===== config.mk =====
export PLATFORM = sky130hd
export DESIGN_NAME = fp32_divider_core
export DESIGN_NICKNAME = d
export VERILOG_FILES = /design/src/design/fpdiv_pkg.sv /design/src/design/fp32_divider_core.sv
export SDC_FILE = /design/constraint.sdc
export NUM_CORES = 2
export LEC_CHECK = 0
export BUFFER_PORTS_ARGS = -buffer_cell sky130_fd_sc_hd__buf_2
export CORE_MARGIN = 2
export CORE_UTILIZATION = 40
export DETAILED_ROUTE_END_ITERATION = 6
export GPL_ROUTABILITY_DRIVEN = 0
export SLEW_MARGIN = 0
export SYNTH_ARGS = -nofsm -noshare
export SYNTH_HDL_FRONTEND = slang
export SYNTH_SLANG_ARGS = --single-unit

===== constraint.sdc =====
create_clock -name clk -period 5.9 [get_ports clk]
set_input_delay 0.295 -clock clk [delete_from_list [all_inputs] [get_ports clk]]
set_output_delay 0.295 -clock clk [all_outputs]
set_load 0.1 [all_outputs]

===== src/design/fpdiv_pkg.sv =====
// ----------------------------------------------------------------------------
// fpdiv_pkg
// Shared types and constants for the binary32 divider pipeline.
// ----------------------------------------------------------------------------
package fpdiv_pkg;

	localparam logic [31:0] QNAN_DEFAULT = 32'h7fc00000;
	localparam logic [31:0] INF_BITS     = 32'h7f800000;
	localparam logic [22:0] QUIET_BIT    = 23'h400000;
	localparam logic [7:0]  EXP_ALL_ONES = 8'hff;
	localparam int          EXP_BIAS     = 127;
	localparam int          QUO_BITS     = 27;

	// Iteration state carried down the divider stages
	typedef struct packed {
		logic        special;
		logic [31:0] spec_val;
		logic        sign;
		logic [9:0]  exp;
		logic [24:0] rem;
		logic [23:0] dvsr;
		logic [26:0] quo;
	} div_state_t;

endpackage


===== src/design/fp32_divider_core.sv =====
// ----------------------------------------------------------------------------
// fp32_divider_core
// IEEE-754 binary32 divider, round to nearest even, subnormals flushed.
// ----------------------------------------------------------------------------
// Fully pipelined: one request is taken every cycle (busy is held low) and
// its quotient leaves with done high after passing through the stages
// (one unpack stage, 27 restoring-division stages of one quotient bit each,
// one round stage). The output cannot be stalled, so the pipe never stops.
module fp32_divider_core (
	input  logic        clk,
	input  logic        arst_n,
	input  logic        start,
	output logic        busy,
	input  logic [31:0] dividend_bits,
	input  logic [31:0] divisor_bits,
	output logic        done,
	output logic [31:0] quotient_bits
);
	import fpdiv_pkg::*;

	localparam int NSTG = QUO_BITS;

	// Unpack stage signals
	logic [7:0]  ea, eb;
	logic [22:0] fa, fb;
	logic        sgn;
	div_state_t  unp;

	always_comb begin
		ea  = dividend_bits[30:23];
		eb  = divisor_bits[30:23];
		fa  = dividend_bits[22:0];
		fb  = divisor_bits[22:0];
		sgn = dividend_bits[31] ^ divisor_bits[31];
		unp = '0;
		unp.sign = sgn;
		unp.exp  = 10'(({2'b0, ea} - {2'b0, eb}) + 10'(EXP_BIAS));
		unp.rem  = {1'b0, 1'b1, fa};
		unp.dvsr = {1'b1, fb};
		unp.special = 1'b1;
		if (ea == EXP_ALL_ONES) begin
			if (fa != '0)
				unp.spec_val = dividend_bits | {9'b0, QUIET_BIT};
			else if (eb == EXP_ALL_ONES)
				unp.spec_val = QNAN_DEFAULT;
			else
				unp.spec_val = {sgn, 31'b0} | INF_BITS;
		end else if (eb == EXP_ALL_ONES) begin
			if (fb != '0)
				unp.spec_val = divisor_bits | {9'b0, QUIET_BIT};
			else
				unp.spec_val = {sgn, 31'b0};
		end else if (divisor_bits[30:0] == '0) begin
			unp.spec_val = (dividend_bits[30:0] == '0) ? QNAN_DEFAULT
				: ({sgn, 31'b0} | INF_BITS);
		end else if (ea == '0) begin
			unp.spec_val = {sgn, 31'b0};
		end else if (eb == '0) begin
			unp.spec_val = {sgn, 31'b0} | INF_BITS;
		end else begin
			unp.special = 1'b0;
		end
	end

	// Stage registers: index 0 is unpack output, NSTG is last quotient bit
	div_state_t st_s1 [NSTG+1];
	logic       vld_s1 [NSTG+1];

	always_ff @(posedge clk or negedge arst_n) begin
		if (!arst_n)
			vld_s1[0] <= 1'b0;
		else
			vld_s1[0] <= start;
	end

	always_ff @(posedge clk) begin
		st_s1[0] <= unp;
	end

	// One restoring-division step per stage
	for (genvar g = 0; g < NSTG; g++) begin : g_step
		div_state_t nxt;
		logic [25:0] diff;
		always_comb begin
			nxt  = st_s1[g];
			diff = {1'b0, st_s1[g].rem} - {2'b0, st_s1[g].dvsr};
			if (!diff[25]) begin
				nxt.rem = {diff[23:0], 1'b0};
				nxt.quo = {st_s1[g].quo[25:0], 1'b1};
			end else begin
				nxt.rem = {st_s1[g].rem[23:0], 1'b0};
				nxt.quo = {st_s1[g].quo[25:0], 1'b0};
			end
		end
		always_ff @(posedge clk or negedge arst_n) begin
			if (!arst_n)
				vld_s1[g+1] <= 1'b0;
			else
				vld_s1[g+1] <= vld_s1[g];
		end
		always_ff @(posedge clk) begin
			st_s1[g+1] <= nxt;
		end
	end

	// Normalize, round and pack
	div_state_t  fin;
	logic [26:0] q;
	logic [9:0]  e;
	logic [24:0] sig;
	logic [2:0]  rnd;
	logic [31:0] res;

	always_comb begin
		fin = st_s1[NSTG];
		q = fin.quo;
		e = fin.exp;
		if (!q[26]) begin
			q = {q[25:0], 1'b0};
			e = e - 10'd1;
		end
		sig = {1'b0, q[26:3]};
		rnd = {q[2:1], q[0] | (fin.rem != '0)};
		if (rnd > 3'd4 || (rnd == 3'd4 && sig[0])) begin
			sig = sig + 25'd1;
			if (sig[24]) begin
				sig = sig >> 1;
				e = e + 10'd1;
			end
		end
		if (fin.special)
			res = fin.spec_val;
		else if (!e[9] && e >= 10'd255)
			res = {fin.sign, 31'b0} | INF_BITS;
		else if (e[9] || e == '0)
			res = {fin.sign, 31'b0};
		else
			res = {fin.sign, e[7:0], sig[22:0]};
	end

	// Output register
	logic        done_q;
	logic [31:0] quo_q;

	always_ff @(posedge clk or negedge arst_n) begin
		if (!arst_n)
			done_q <= 1'b0;
		else
			done_q <= vld_s1[NSTG];
	end

	always_ff @(posedge clk) begin
		quo_q <= res;
	end

	assign busy          = 1'b0;
	assign done          = done_q;
	assign quotient_bits = quo_q;

endmodule

== After elaboration in Yosys (flattened, before gate mapping) ==
Memories as Yosys holds them, arrays and structs flattened.
Cells that the tools add are included.
Storage, ports and cells
  memories kept: 1
  word-level logic and storage cells: 160
  register bits after elaboration: 61
  memory bits (writable): 3360
  input bits: 67
  output and inout bits: 34
Operators by class
  muxes and demuxes: 77
  eq/ne operators: 3
  $lt $le $gt $ge: 2
  $add $sub $neg: 32
  bitwise logic cells: 2
  reductions and logical operators: 13
Memories
  st_s1: words 28, width 120, rd ports 28, clocked after memory_dff 0, write ports 28, line fp32_divider_core.sv:66  | div_state_t st_s1 [NSTG+1];
Operators with widths (number)
  $sub A25 B24 Y26: 27
  $mux W25: 27
  $mux W32: 10
  $logic_not A31 Y1: 2
  $mux W31: 2
  $mux W23: 2
  $reduce_bool A23 Y1: 2
  $mux W1: 32
  $mux W10: 3
  $mux W27: 1
  $add A24 B1 Y25 const B: 1
  $reduce_bool A25 Y1: 1
  $eq A8 B8 Y1 const B: 2
  $logic_not A8 Y1: 2
  $add A10 B1 Y10 const B: 1
  $add A9 B8 Y10 const B: 1
  $ge A10 B8 Y1 const B: 1
  $logic_not A10 Y1: 1
  $sub A10 B1 Y10 const B: 1
  $sub A8 B8 Y9: 1
  $eq A3 B3 Y1 const B: 1
  $gt A3 B3 Y1 const B: 1
  $logic_and A1 B1 Y1: 2
  $logic_or A1 B1 Y1: 2
  other kinds (3): 3

== Longest topological paths before layout ==
An unclocked memory read counts as a cell.
  depth after elaboration: 12
  mapped depth: 19
  gate-level depth less buffers: 14

== Least setup slack after synthesis ==
Ideal clock, no wire load.
  path type: register -> register
  start: mem st_s1[1][1346] in the netlist's numbering
  end: reg quo_q[8] (netlist: quotient_bits[8])
  setup time: 67 ps
  setup slack: 1983 ps
  period minus slack after synthesis: 3917 ps
  data arrival time: 3850 ps
  stages on the path, launching flop included: 19
  buffers on the path: 6
  required time: 5833 ps
  cells stage by stage: dfxtp_1 > buf_6 > buf_6 > buf_2 > buf_2 > mux2i_1 > inv_1 > ha_1 > and2_1 > o2111ai_2 > or4b_1 > buf_2 > a2111oi_4 > nand2_1 > xnor2_4 > and4_1 > buf_4 > a21bo_4 > o21ai_2
RTL lines
  start: declaration: line fp32_divider_core.sv:66
  end signal: assignment: line fp32_divider_core.sv:153  | quo_q <= res;
  end: declaration: line fp32_divider_core.sv:143  | logic [31:0] quo_q;

==> run summary <==
The most critical setup path has its startpoint at st_s1[1][1346]. The total routing resource utilization after global routing was 15.25%; the total clock buffers created by CTS was 312. The wire length of the first global-routing pass was 315800 µm. Clock tree synthesis found a total of 2963 sinks. Dividing the detail-routed via count by the number of cells gives 4.760. In the final design database the tool counted 10160 nets. The run gives 22.90 mW as the net load switching power. The initial utilization of the core area, before any placement, comes to 40.11%.

The share of final-layout standard cells stronger than drive strength 1 is 10.07%. 101 I/O pins were placed. The worst setup path is captured at a flop. After global routing the overflow that remains totals 0. Dividing total power by cell area gives a power density of 605.0 nW/µm².

The CTS clock-pin slew for the worst setup and hold paths was 0.06 ns; the net count after synthesis was 9759. Layout overhead on the synthesized area: 15.47%. Measured against its own limit, the worst slew margin works out to 12.58%.

In this run the remaining antenna-violating nets after routing total 0. For the worst setup path, the data required time is 6.76 ns. Measured along the x axis, the die boundary spans 502.7 µm. The commonest cells after synthesis are dfxtp_1 (2934), inv_1 (821), ha_1 (607). The number of antenna violations at the first check in global routing is 9, and the final number of setup-violating endpoints is 0. The die is 502.7 µm tall. The filler cells instantiated in the layout total 22320. The flop and latch count out of synthesis works out to 2963.

The buffer count from post-CTS setup fixing was 0. The logs give 1.542 ns for the worst-case setup margin in the final layout and 2868 for the DRC marker count from the first detailed-route iteration. The detail-routed net length per standard cell is 15.01 µm. By area the synthesized netlist is led by dfxtp_1 (59%), ha_1 (7.6%), inv_1 (3.1%).

The via total after detailed routing came out at 61910. The number of cells on the worst reg-to-reg path is 10. Per report_power, the clock group accounts for 27.1% of the total. The number of slew-limit violations in the final report is 0. The number of flops mapped to enable cells by yosys came out at 0. The final layout contains routed wiring with a total length of 195200 µm. Summed over all nets, the half-perimeter wirelength after detailed placement is 146100 µm.

Summing the sequential cell areas from Yosys gives 59.78% of the chip area. Input and output buffers added on the ports amount to 99. The logs give 50.70 nW for the leakage power and 63500 for the via count of the first global-routing pass. The tool flagged a number of max-cap violations equal to 0. In this run the critical register-to-register path is captured at quotient_bits[8]. The slew at the pin closest to its max-slew limit works out to 1.298 ns.

The min-delay analysis places its worst path in the category in -> reg. For this run, design rule violations remaining after detail routing come to 0. Across the VDD grid, the largest voltage drop is 0.2576 mV. The tools report the peak clock frequency supported by timing as 229.5 MHz.

The maximum fanout encountered on the critical timing path came out at 46. Setup repair after global routing left no endpoint under its margin. The largest total area in the synthesized netlist belongs to dfxtp_1. The clock network latency to the later pin of the worst-skew pair was 0.95 ns; the pin count of the biggest net entering global routing was 49. The run gives 75 as the quantity of hold-fixing buffers added after cts. Worst clock skew: 0.08141 ns. The root buffer cell chosen for the clock tree is clkbuf_16.

The number of detailed-route iterations in the first pass was 6. The H-tree was split into 5 levels. The number of hold violations in the final report came out at 0. The most critical setup path has its endpoint at quotient_bits[8]. Summed over its instances, the top area cell type makes up 59.05% of the synthesized netlist area. The run finished with clean final reports.

The startpoint kind of the worst setup timing path was a flop. The count of mapped cells out of synthesis is 9057. Prior to clock tree synthesis, the placed netlist has a worst setup slack of 1.543 ns. The floorplan has 183 rows. The critical path is of the reg -> reg type.

The count of distinct cell types in the synthesized netlist came out at 94. The internal power summed over all cells was 46.59 mW. The run gives 38.7% as the power share of the sequential group. The clock passes through at most 4 buffers.

The most instantiated library cell after synthesis is dfxtp_1. After synthesis, the mean cell area works out to 10.98 µm². After layout, the worst path uses 73.87% of the clock period. For flop-to-flop paths, the worst setup slack is 1.54 ns. In this run switching power makes up 32.96% of total power. TritonCTS built the clock tree. The count of cells resized by post-cts repair is 0, and the time the worst path needs with I/O delays and setup is 4.358 ns.

The most used flip-flop cell after synthesis was dfxtp_1. The core footprint was 248000 µm². In this run the critical register-to-register path is launched from st_s1[1][1346]. The post-route setup TNS is 0 ns, and the worst endpoint data arrival time is 5.21 ns. For this run, the number of Yosys warnings is 0. Of all flip-flops after synthesis, the portion carrying an async set or reset was 0.9787%. In this run, the combinational gates consume 34.2% of the power.

The full die area is 252700 µm², and the mapped cell area is 99470 µm².
## placed cells by master (no fill, tap or decap), types with 74 or more instances in the layout
| master | n |
|---|---|
| nor2b_1 | 123 |
| xnor2_1 | 327 |
| nand2_1 | 586 |
| nor3_1 | 131 |
| mux2_2 | 255 |
| nor2_1 | 444 |
| inv_1 | 821 |
| buf_2 | 99 |
| dfxtp_1 | 2933 |
| o21ai_0 | 512 |
| a21o_1 | 174 |
| dlygate4sd3_1 | 74 |
| clkbuf_16 | 319 |
| nand2b_1 | 104 |
| ha_1 | 607 |
| a21oi_1 | 512 |
| nand3_1 | 124 |
| o21a_1 | 123 |
| xor2_1 | 177 |
## through the flow
step           area, µm²  util, %  hold slack (ns)  total power, mW  instances
2_1_floorplan      99470        -       -0.0005911            45.14       9057
3_3_place_gp      104100    41.96           0.3099            50.06      12400
3_5_place_dp      104100    41.96           0.3121            50.85      12400
4_1_cts           114800    46.31         0.006560            70.07      13000
5_1_grt           114800    46.31          0.04468            74.10      13000
6_report          114900    46.32          0.09305            69.49      13010
## flip-flops by register name, summed over array words and instances, names as in the netlist
| name | count |
|---|---|
| done | 1 |
| quotient_bits | 32 |
| vld_s1 | 28 |
| st_s1 | 2902 |
## how the worst min path moves through the flow
stage | from | end | depth (start not counted)
2_1_floorplan | arst_n | done | 0
3_3_place_gp | st_s1[1][90] | st_s1[1][210] | 0
3_5_place_dp | st_s1[0][950] | st_s1[0][1070] | 0
4_1_cts | dividend_bits[18] | st_s1[0][69] | 2
5_1_grt | divisor_bits[17] | st_s1[0][44] | 2
6_report | dividend_bits[9] | st_s1[0][60] | 2
## cell type report
cell class | count | area (µm²) | share of cell area (%)
inverters | 827 | 3104 | 2.703
clock inverters | 91 | 1055 | 0.9183
multi-input cells | 5144 | 36570 | 31.84
repair buffers | 208 | 1511 | 1.316
flip-flops and latches | 2963 | 59460 | 51.77
clock buffers | 438 | 8970 | 7.810
well taps | 3330 | 4167 | 3.628
diodes | 5 | 12.51 | 0.01089
## critical path: stages (launching register included)
cell       delay, ns
dfxtp_2         0.42
buf_4           0.51
mux2i_1         0.27
nor4_4          0.42
or4b_1          0.74
a2111oi_4       0.39
nand2_1         0.21
xnor2_4         0.30
and4_1          0.49
a21bo_4         0.34
o21ai_2         0.17
## logic make-up (layout without fill, tap and decap cells)
family | count (synthesis) | after routing | synth area share [%]
flops | 2963 | 2963 | 59.78
compound gates | 1876 | 1876 | 11.74
simple gates | 1809 | 1809 | 8.621
buf+inv | 950 | 1564 | 3.619
fa+ha+maj | 635 | 635 | 8.199
xor+xnor | 507 | 507 | 4.498
mux | 316 | 316 | 3.545
other cells | 1 | 6 | 0.003770
## routing by layer
layer	vias to the layer above	wire length, µm	GRT usage, %	part of all wire [%]
met2	1278	97550	27.99	50
met3	611	7722	2.794	4.0
met5	-	0	0	0
met1	28560	77960	16.10	40
met4	0	12020	9.244	6.2
li1	31470	-	-	-
## power by group through the flow
stage | logic (mW) | registers, mW | clock network (mW)
5_1_grt | 26.5 | 27.3 | 20.3
3_5_place_dp | 23.5 | 27.3 | 0
2_1_floorplan | 18.3 | 26.8 | 0
3_3_place_gp | 22.8 | 27.3 | 0
4_1_cts | 23.7 | 26.9 | 19.4
6_report | 23.8 | 26.9 | 18.9
Power figures use the tool's default switching activity.
